==> src/hdl/cfie_pkg.sv <==
// Shared constants and types of the cuckoo filter insert engine.
package cfie_pkg;

    localparam int STORE_SLOTS_DEF     = 65536;
    localparam int MAX_SUB_FILTERS_DEF = 16;

    localparam int HASH_W   = 64;
    localparam int FP_W     = 8;
    localparam int BKT_W    = 17;
    localparam int ITEMS_W  = 17;
    localparam int FILTS_W  = 5;
    localparam int STATUS_W = 2;
    localparam int SLOTS_W  = 4;
    localparam int GROW_W   = 4;
    localparam int KICKS_W  = 10;

    localparam int APB_AW = 4;
    localparam int APB_DW = 32;

    localparam logic [31:0]      ALT_MULT   = 32'h5bd1e995;
    localparam logic [BKT_W-1:0] BKT_LIMIT  = 17'h1FFFF;
    localparam logic [ITEMS_W-1:0] CNT_LIMIT = 17'h1FFFF;

    localparam logic [BKT_W-1:0]   BASE_RST  = 17'd1024;
    localparam logic [SLOTS_W-1:0] SLOTS_RST = 4'd2;
    localparam logic [GROW_W-1:0]  GROW_RST  = 4'd1;
    localparam logic [KICKS_W-1:0] KICKS_RST = 10'd20;

    localparam logic [1:0] REG_BASE  = 2'd0;
    localparam logic [1:0] REG_SLOTS = 2'd1;
    localparam logic [1:0] REG_GROW  = 2'd2;
    localparam logic [1:0] REG_KICKS = 2'd3;

    typedef enum logic [STATUS_W-1:0] {
        ST_INSERTED  = 2'd0,
        ST_NO_SPACE  = 2'd1,
        ST_EXHAUSTED = 2'd2
    } t_status;

endpackage

==> src/hdl/cfie_mod_unit.sv <==
// Bit-serial remainder unit: 64-bit dividend modulo a 17-bit bucket count.
module cfie_mod_unit (
    input  logic                          i_clk,
    input  logic                          i_rst_n,
    input  logic                          i_start,
    input  logic [cfie_pkg::HASH_W-1:0]   i_dividend,
    input  logic [cfie_pkg::BKT_W-1:0]    i_divisor,
    output logic                          o_done,
    output logic [cfie_pkg::BKT_W-1:0]    o_rem
);
    localparam int STEP_W = $clog2(cfie_pkg::HASH_W);

    logic                          r_busy;
    logic                          r_done;
    logic [STEP_W-1:0]             r_step;
    logic [cfie_pkg::HASH_W-1:0]   r_num;
    logic [cfie_pkg::BKT_W-1:0]    r_den;
    logic [cfie_pkg::BKT_W-1:0]    r_rem;
    logic [cfie_pkg::BKT_W:0]      c_trial;
    logic [cfie_pkg::BKT_W:0]      c_diff;

    assign c_trial = {r_rem, r_num[cfie_pkg::HASH_W-1]};
    assign c_diff  = c_trial - {1'b0, r_den};

    always_ff @(posedge i_clk) begin
        if (!i_rst_n) begin
            r_busy <= 1'b0;
            r_done <= 1'b0;
            r_step <= '0;
        end else begin
            r_done <= 1'b0;
            if (i_start) begin
                r_busy <= 1'b1;
                r_step <= '0;
                r_num  <= i_dividend;
                r_den  <= i_divisor;
                r_rem  <= '0;
            end else if (r_busy) begin
                r_num <= {r_num[cfie_pkg::HASH_W-2:0], 1'b0};
                if (c_trial >= {1'b0, r_den}) begin
                    r_rem <= c_diff[cfie_pkg::BKT_W-1:0];
                end else begin
                    r_rem <= c_trial[cfie_pkg::BKT_W-1:0];
                end
                r_step <= r_step + STEP_W'(1);
                if (r_step == STEP_W'(cfie_pkg::HASH_W - 1)) begin
                    r_busy <= 1'b0;
                    r_done <= 1'b1;
                end
            end
        end
    end

    assign o_done = r_done;
    assign o_rem  = r_rem;
endmodule

==> config.mk <==
export PLATFORM = sky130hd
export DESIGN_NAME = cfie_mod_unit
export DESIGN_NICKNAME = d
export VERILOG_FILES = /design/src/hdl/cfie_pkg.sv /design/src/hdl/cfie_mod_unit.sv
export SDC_FILE = /design/constraint.sdc
export NUM_CORES = 1
export LEC_CHECK = 0
export ABC_AREA = 1
export BUFFER_PORTS_ARGS = -buffer_cell sky130_fd_sc_hd__buf_2
export CORE_ASPECT_RATIO = 1.5
export CORE_UTILIZATION = 30
export CTS_CLUSTER_DIAMETER = 200
export DETAILED_ROUTE_END_ITERATION = 10
export GPL_TIMING_DRIVEN = 0
export PLACE_DENSITY_LB_ADDON = 0.05
export SLEW_MARGIN = 20
export SYNTH_ARGS = -nofsm -noshare
export SYNTH_HDL_FRONTEND = slang
export SYNTH_SLANG_ARGS = --single-unit
==> constraint.sdc <==
create_clock -name i_clk -period 8.3 [get_ports i_clk]
set_clock_uncertainty 0.1 [all_clocks]
set_input_delay 0.83 -clock i_clk [delete_from_list [all_inputs] [get_ports i_clk]]
set_output_delay 0.83 -clock i_clk [all_outputs]
set_load 0.05 [all_outputs]
==> flow_metrics.py, run 1 <==
metrics = {
    "place": {
        "port_buffers": 101,
        "place_congestion": 0.850,
        "place_area_sq_um": 6550,
        "place_hpwl_um": 10700,
    },
    "timing": {
        "fmax_ghz": 0.402,
        "relSlewSlack": 0.463,
        "fin_crit_ns": 2.49,
        "whs_ns": 0.399,
        "rsz0062_at_grt": "no",
        "setup_viol": 0,
        "slew_violations": 0,
        "hold_viol_final": 0,
        "fin_crit_sh": 0.300,
        "tightest_slew_ns": 0.804,
        "fin_tns_setup_ns": 0,
    },
    "outcome": {
        "status": "finished clean",
    },
    "cells_and_area": {
        "antenna_cells": 0,
        "final_cell_mix": "323 x nand2_1, 105 x buf_2, 98 x edfxtp_1, 89 x inv_1, 52 x nor2_1",
        "fillers": 1981,
        "nets": 908,
        "drive_above_1_share": 0.174,
        "stdcell_area_sq_um": 6840,
        "layout_commonest_cell": "nand2_1",
        "syn2layout_area_growth_pct": 20.1,
    },
    "critical_path": {
        "critical_path_class": "in2reg",
        "worstSetupStartpointType": "input port",
        "required_ns": 8.25,
        "cp_max_fo": 56,
        "worstPathArrival_ns": 2.43,
        "endpoint_kind": "register",
    },
    "global_routing": {
        "grt_pass1_vias": 4772,
        "grt_usage": 0.158,
        "grt_start_max_net_pins": 57,
        "grt_pass1_wl_um": 23400,
        "antenna_found_initial": 2,
        "grt-ovfl-total": 0,
    },
    "floorplanning": {
        "die_w_um": 114,
        "pin_count": 102,
        "die_area_sq_um": 19500,
        "die_h_um": 171,
        "start_util": 0.307,
        "core_area_sq_um": 18500,
        "fp-row-count": 61,
    },
    "yosys": {
        "netlist_area_sq_um": 5690,
        "syn_avg_cell_area_sq_um": 8.23,
        "ys_warn_count": 0,
        "yosysSeqAreaShare": 0.545,
        "netlist_instances": 692,
        "ys_ff_latch": 106,
        "synth.distinct_cells": 31,
        "syn_nets": 795,
    },
    "route": {
        "drt-wirelength-per-cell_um": 13.5,
        "firstDrtPassIters": 4,
        "drc": 0,
        "drt_wl_total_um": 14300,
        "avgViaCountPerCell": 4.33,
        "via_count": 4601,
        "ant_nets": 0,
        "drtIter0Drc": 218,
    },
    "power_and_ir_drop": {
        "finalPower_w": 0.00146,
        "p_leak_nw": 3.41,
        "vdd_ir_drop_max_v": 0.0000865,
        "powerDensity_nw_per_um2": 214,
    },
    "clocking": {
        "cts_tree": "built",
        "cts_root_buffer": "clkbuf_16",
        "clk_path_buf_depth": 2,
        "post_cts_buffers": 0,
        "clkLatencyLatePin_ns": 0.36,
        "cts_resized": 0,
        "cts_buffers": 9,
        "cts.clk_slew.worst_paths_ns": 0.08,
        "cts_max_level": 3,
        "clock-sinks": 106,
        "hold_buffers": 0,
    },
    "run": {
        "cap_violations": 0,
    },
    "min_path": {
        "hold_class": "reg2reg",
    },
}
-- Yosys cell counts, drive strengths merged --
library cell	count	area [sq um]
nand2	330	1260
edfxtp	98	2940
inv	91	344
nor2	58	243
nand3	30	155
ha	18	225
clkbuf	13	48.8
a21oi	12	60.1
dfxtp	8	160
nor3	8	51.3
buf	6	38.8
xor2	6	52.6
nand4	4	25.0
and2	2	12.5
nor3b	2	15.0
or2	2	12.5
fa	1	20.0
mux2i	1	10.0
o21ai	1	5.00
xnor2	1	8.76
-- worst max-delay path: stages --
cell      delay [ns]
buf_2           0.11
clkbuf_1        0.47
nand2_1         0.24
nand2_4         0.41
buf_16          0.32
-- cell families after synthesis --
kind of cell | share of synthesized area
and+or+nand+nor | 0.312
AOI/OAI and AO/OA | 0.0114
adders and majority gates | 0.0431
buffers and inverters | 0.0758
muxes | 0.00176
xor gates and xnor gates | 0.0108
DFF | 0.545
-- state kept, by name (all words and copies together) (netlist names) --
name,cells
r_busy,1
r_num,64
o_rem,17
r_den,17
r_step,6
o_done,1
-- metrics by stage --
| step | setup WS [ns] | util | cells |
|---|---|---|---|
| after floorplan | 4.83 | - | 692 |
| after global placement | 3.40 | 0.351 | 1045 |
| after detailed placement | 5.33 | 0.353 | 1046 |
| after CTS | 5.71 | 0.369 | 1062 |
| after global routing | 5.64 | 0.369 | 1062 |
| final | 5.81 | 0.369 | 1062 |
-- routing by layer --
| metal | global-route usage | routed length, um | up-vias |
|---|---|---|---|
| li1 | - | - | 2394 |
| met1 | 0.173 | 5740 | 2090 |
| met2 | 0.295 | 7620 | 95 |
| met3 | 0.0340 | 602 | 20 |
| met4 | 0.0621 | 310 | 2 |
| met5 | 0 | 16 | - |
-- path summary, 6_finish.rpt --
check                         start                 endpoint  slack (ns)  cells after the start
max                         i_start      r_num[20]$_DFFE_PP_        5.81                      5
min          r_step[5]$_SDFFE_PP0P_        o_done$_SDFF_PP0_        0.40                      2
max reg2reg     r_num[63]$_DFFE_PP_  o_rem[11]$_SDFFCE_PP0P_        5.82                     11
min reg2reg  r_step[5]$_SDFFE_PP0P_        o_done$_SDFF_PP0_        0.40                      2
-- layout make-up --
cell class,count,area (sq um),area share
plain buffers,19,87.6,0.0128
clock buffers,10,229,0.0335
clock inverters,6,61.3,0.00896
inverters,91,344,0.0503
multi-input cells,476,2170,0.317
flip-flops and latches,106,3100,0.454
well taps,252,315,0.0461
repair buffers,102,533,0.0779
-- power by group --
| group | internal [W] | switching (W) | total, W |
|---|---|---|---|
| Combinational | 0.000118 | 0.000244 | 0.000363 |
| Sequential | 0.000645 | 0.0000216 | 0.000667 |
| Clock | 0.000212 | 0.000221 | 0.000432 |
No activity file was read; power rests on OpenSTA's default activity.
==> run 2: changes to the inputs <==
clock period = 2.2 ns   (was 8.3 ns; I/O delays follow)
==> run 2 against run 1 <==
- total power rose to 4.1 times the previous value
- sequential cell count did not move
- first-iteration DRC count fell by 28%
- cell count rose by 4.7%
- via count rose by 3.7%
==> flow_metrics.py, run 2 (synthesis results as in run 1) <==
metrics = {
    "outcome": {
        "status": "finished clean",
    },
    "critical_path": {
        "crit_chain": "ha_4 -> nand2_2 -> inv_1 -> nand2_1 -> nor2_1 -> nand2_4 -> nand2_8 -> inv_8 -> clkbuf_16 -> nor2_2 -> nor2_1",
        "rr_endpoint": "o_rem[1]$_SDFFCE_PP0P_",
        "cp_common_cell": "nor2_1",
        "reg2reg_from": "o_rem[10]$_SDFFCE_PP0P_",
        "endpoint_kind": "register",
        "worstPathArrival_ns": 2.14,
        "r2r_slack_ns": 0.07,
        "critical_path_class": "reg2reg",
        "required_ns": 2.22,
        "max_stage_delay_ns": 0.44,
        "cp_slowest_cell": "edfxtp_1",
        "cp_max_fo": 5,
        "worstSetupStartpointType": "register",
        "reg2reg_depth": 11,
    },
    "min_path": {
        "hold_depth": 3,
        "hold_start": "i_dividend[52]",
        "hold_path_end": "r_num[52]$_DFFE_PP_",
        "hold_class": "in2reg",
    },
    "place": {
        "place_hpwl_um": 10500,
        "dp.cells": 1045,
        "place_congestion": 0.870,
        "port_buffers": 101,
    },
    "timing": {
        "rsz0062_at_grt": "yes",
        "fin_crit_ns": 2.13,
        "fin_crit_sh": 0.967,
        "tightest_slew_ns": 0.871,
        "fmax_ghz": 0.470,
        "slew_violations": 0,
        "relSlewSlack": 0.419,
        "setup_viol": 0,
        "fin_tns_setup_ns": 0,
        "hold_viol_final": 0,
    },
    "cells_and_area": {
        "nets": 958,
        "layout_commonest_cell": "nand2_1",
        "largest_reg_flops": 64,
        "fin_cells": 1112,
        "drive_above_1_share": 0.279,
        "antenna_cells": 0,
        "fillers": 1965,
        "final_cell_mix": "297 x nand2_1, 103 x buf_2, 98 x edfxtp_1, 83 x inv_1, 40 x nor2_1",
        "final_util": 0.416,
        "syn2layout_area_growth_pct": 35.5,
        "largest_register": "r_num",
    },
    "route": {
        "drt_wl_total_um": 14800,
        "firstDrtPassIters": 4,
        "dr_wl_met2_um": 8120,
        "avgViaCountPerCell": 4.29,
        "route.met3.wl_um": 454,
        "highest_layer": "met4",
        "drtIter0Drc": 157,
        "drc": 0,
        "ant_nets": 0,
        "drt-wirelength-per-cell_um": 13.3,
        "met1Wirelength_um": 5940,
        "via_count": 4770,
    },
    "global_routing": {
        "grt_start_max_net_pins": 82,
        "grt_pass1_vias": 4912,
        "grt_pass1_wl_um": 23400,
        "grt-ovfl-total": 0,
        "grt_usage": 0.157,
        "antenna_found_initial": 0,
    },
    "floorplanning": {
        "fp-row-count": 61,
        "die_area_sq_um": 19500,
        "core_area_sq_um": 18500,
        "start_util": 0.307,
        "die_h_um": 171,
        "die_w_um": 114,
        "pin_count": 102,
    },
    "power_and_ir_drop": {
        "vdd_ir_drop_max_v": 0.000314,
        "powerDensity_nw_per_um2": 779,
        "p_leak_nw": 3.71,
        "finalPower_w": 0.00601,
    },
    "clocking": {
        "clk_path_buf_depth": 2,
        "cts_max_level": 3,
        "cts_tree": "built",
        "cts_buffers": 9,
        "clkLatencyLatePin_ns": 0.35,
        "clock-sinks": 106,
        "cts_root_buffer": "clkbuf_16",
        "cts.clk_slew.worst_paths_ns": 0.08,
    },
    "run": {
        "cap_violations": 0,
    },
}
==> run 2: area by class of cell <==
| class | instances | area [sq um] | area share |
|---|---|---|---|
| flip-flops and latches | 106 | 3100 | 0.402 |
| inverters | 91 | 349 | 0.0452 |
| clock inverters | 5 | 60.1 | 0.00778 |
| clock buffers | 11 | 233 | 0.0302 |
| well taps | 252 | 315 | 0.0409 |
| multi-input cells | 476 | 2570 | 0.333 |
| repair buffers | 152 | 963 | 0.125 |
| plain buffers | 19 | 120 | 0.0156 |
==> run 2: report_power, final <==
part	switching, W	internal [W]
clock	0.000789	0.000893
combinational	0.00108	0.000732
sequential	0.0000827	0.00244
total	0.00195	0.00406
==> run 2: how the worst max path moves through the flow <==
stage                             from                      end
2_1_floorplan   o_rem[1]$_SDFFCE_PP0P_  o_rem[14]$_SDFFCE_PP0P_
3_3_place_gp                   i_start      r_num[24]$_DFFE_PP_
3_5_place_dp                   i_start      r_den[12]$_DFFE_PP_
4_1_cts        o_rem[14]$_SDFFCE_PP0P_  o_rem[14]$_SDFFCE_PP0P_
5_1_grt            r_num[63]$_DFFE_PP_  o_rem[14]$_SDFFCE_PP0P_
6_report       o_rem[10]$_SDFFCE_PP0P_   o_rem[1]$_SDFFCE_PP0P_
==> run 2: per-stage QoR <==
step,setup WS [ns],hold slack [ns],cell area [sq um]
2_1_floorplan,-0.102,0.219,5870
3_3_place_gp,-0.912,0.298,6690
3_5_place_dp,-0.222,0.298,6710
4_1_cts,0.000670,0.0197,7390
5_1_grt,-0.0489,0.0297,7720
6_report,0.0725,0.0343,7720
==> run 2: worst max-delay path, delay by kind of cell, from the launching register on <==
| kind | cells | cell delay (ns) |
|---|---|---|
| adders and majority gates | 1 | 0.33 |
| buffers and inverters | 3 | 0.28 |
| and+or+nand+nor | 7 | 0.75 |
| DFF | 1 | 0.44 |
==> run 2: routing by layer <==
layer	GRT usage	vias to the layer above
met3	0.0255	15
li1	-	2492
met4	0.0627	0
met1	0.165	2185
met2	0.306	78
met5	0	-
==> run 2: repair_timing <==
| action | 4_1_cts | 5_1_grt |
|---|---|---|
| buffers inserted | 24 | 9 |
| pin swaps | 13 | 22 |
| hold buffers | 17 | 0 |
| resized for setup | 13 | 66 |
| hold endpoints to repair | 17 | 0 |
| cloned | 0 | 1 |
| setup endpoints to repair | 13 | 17 |
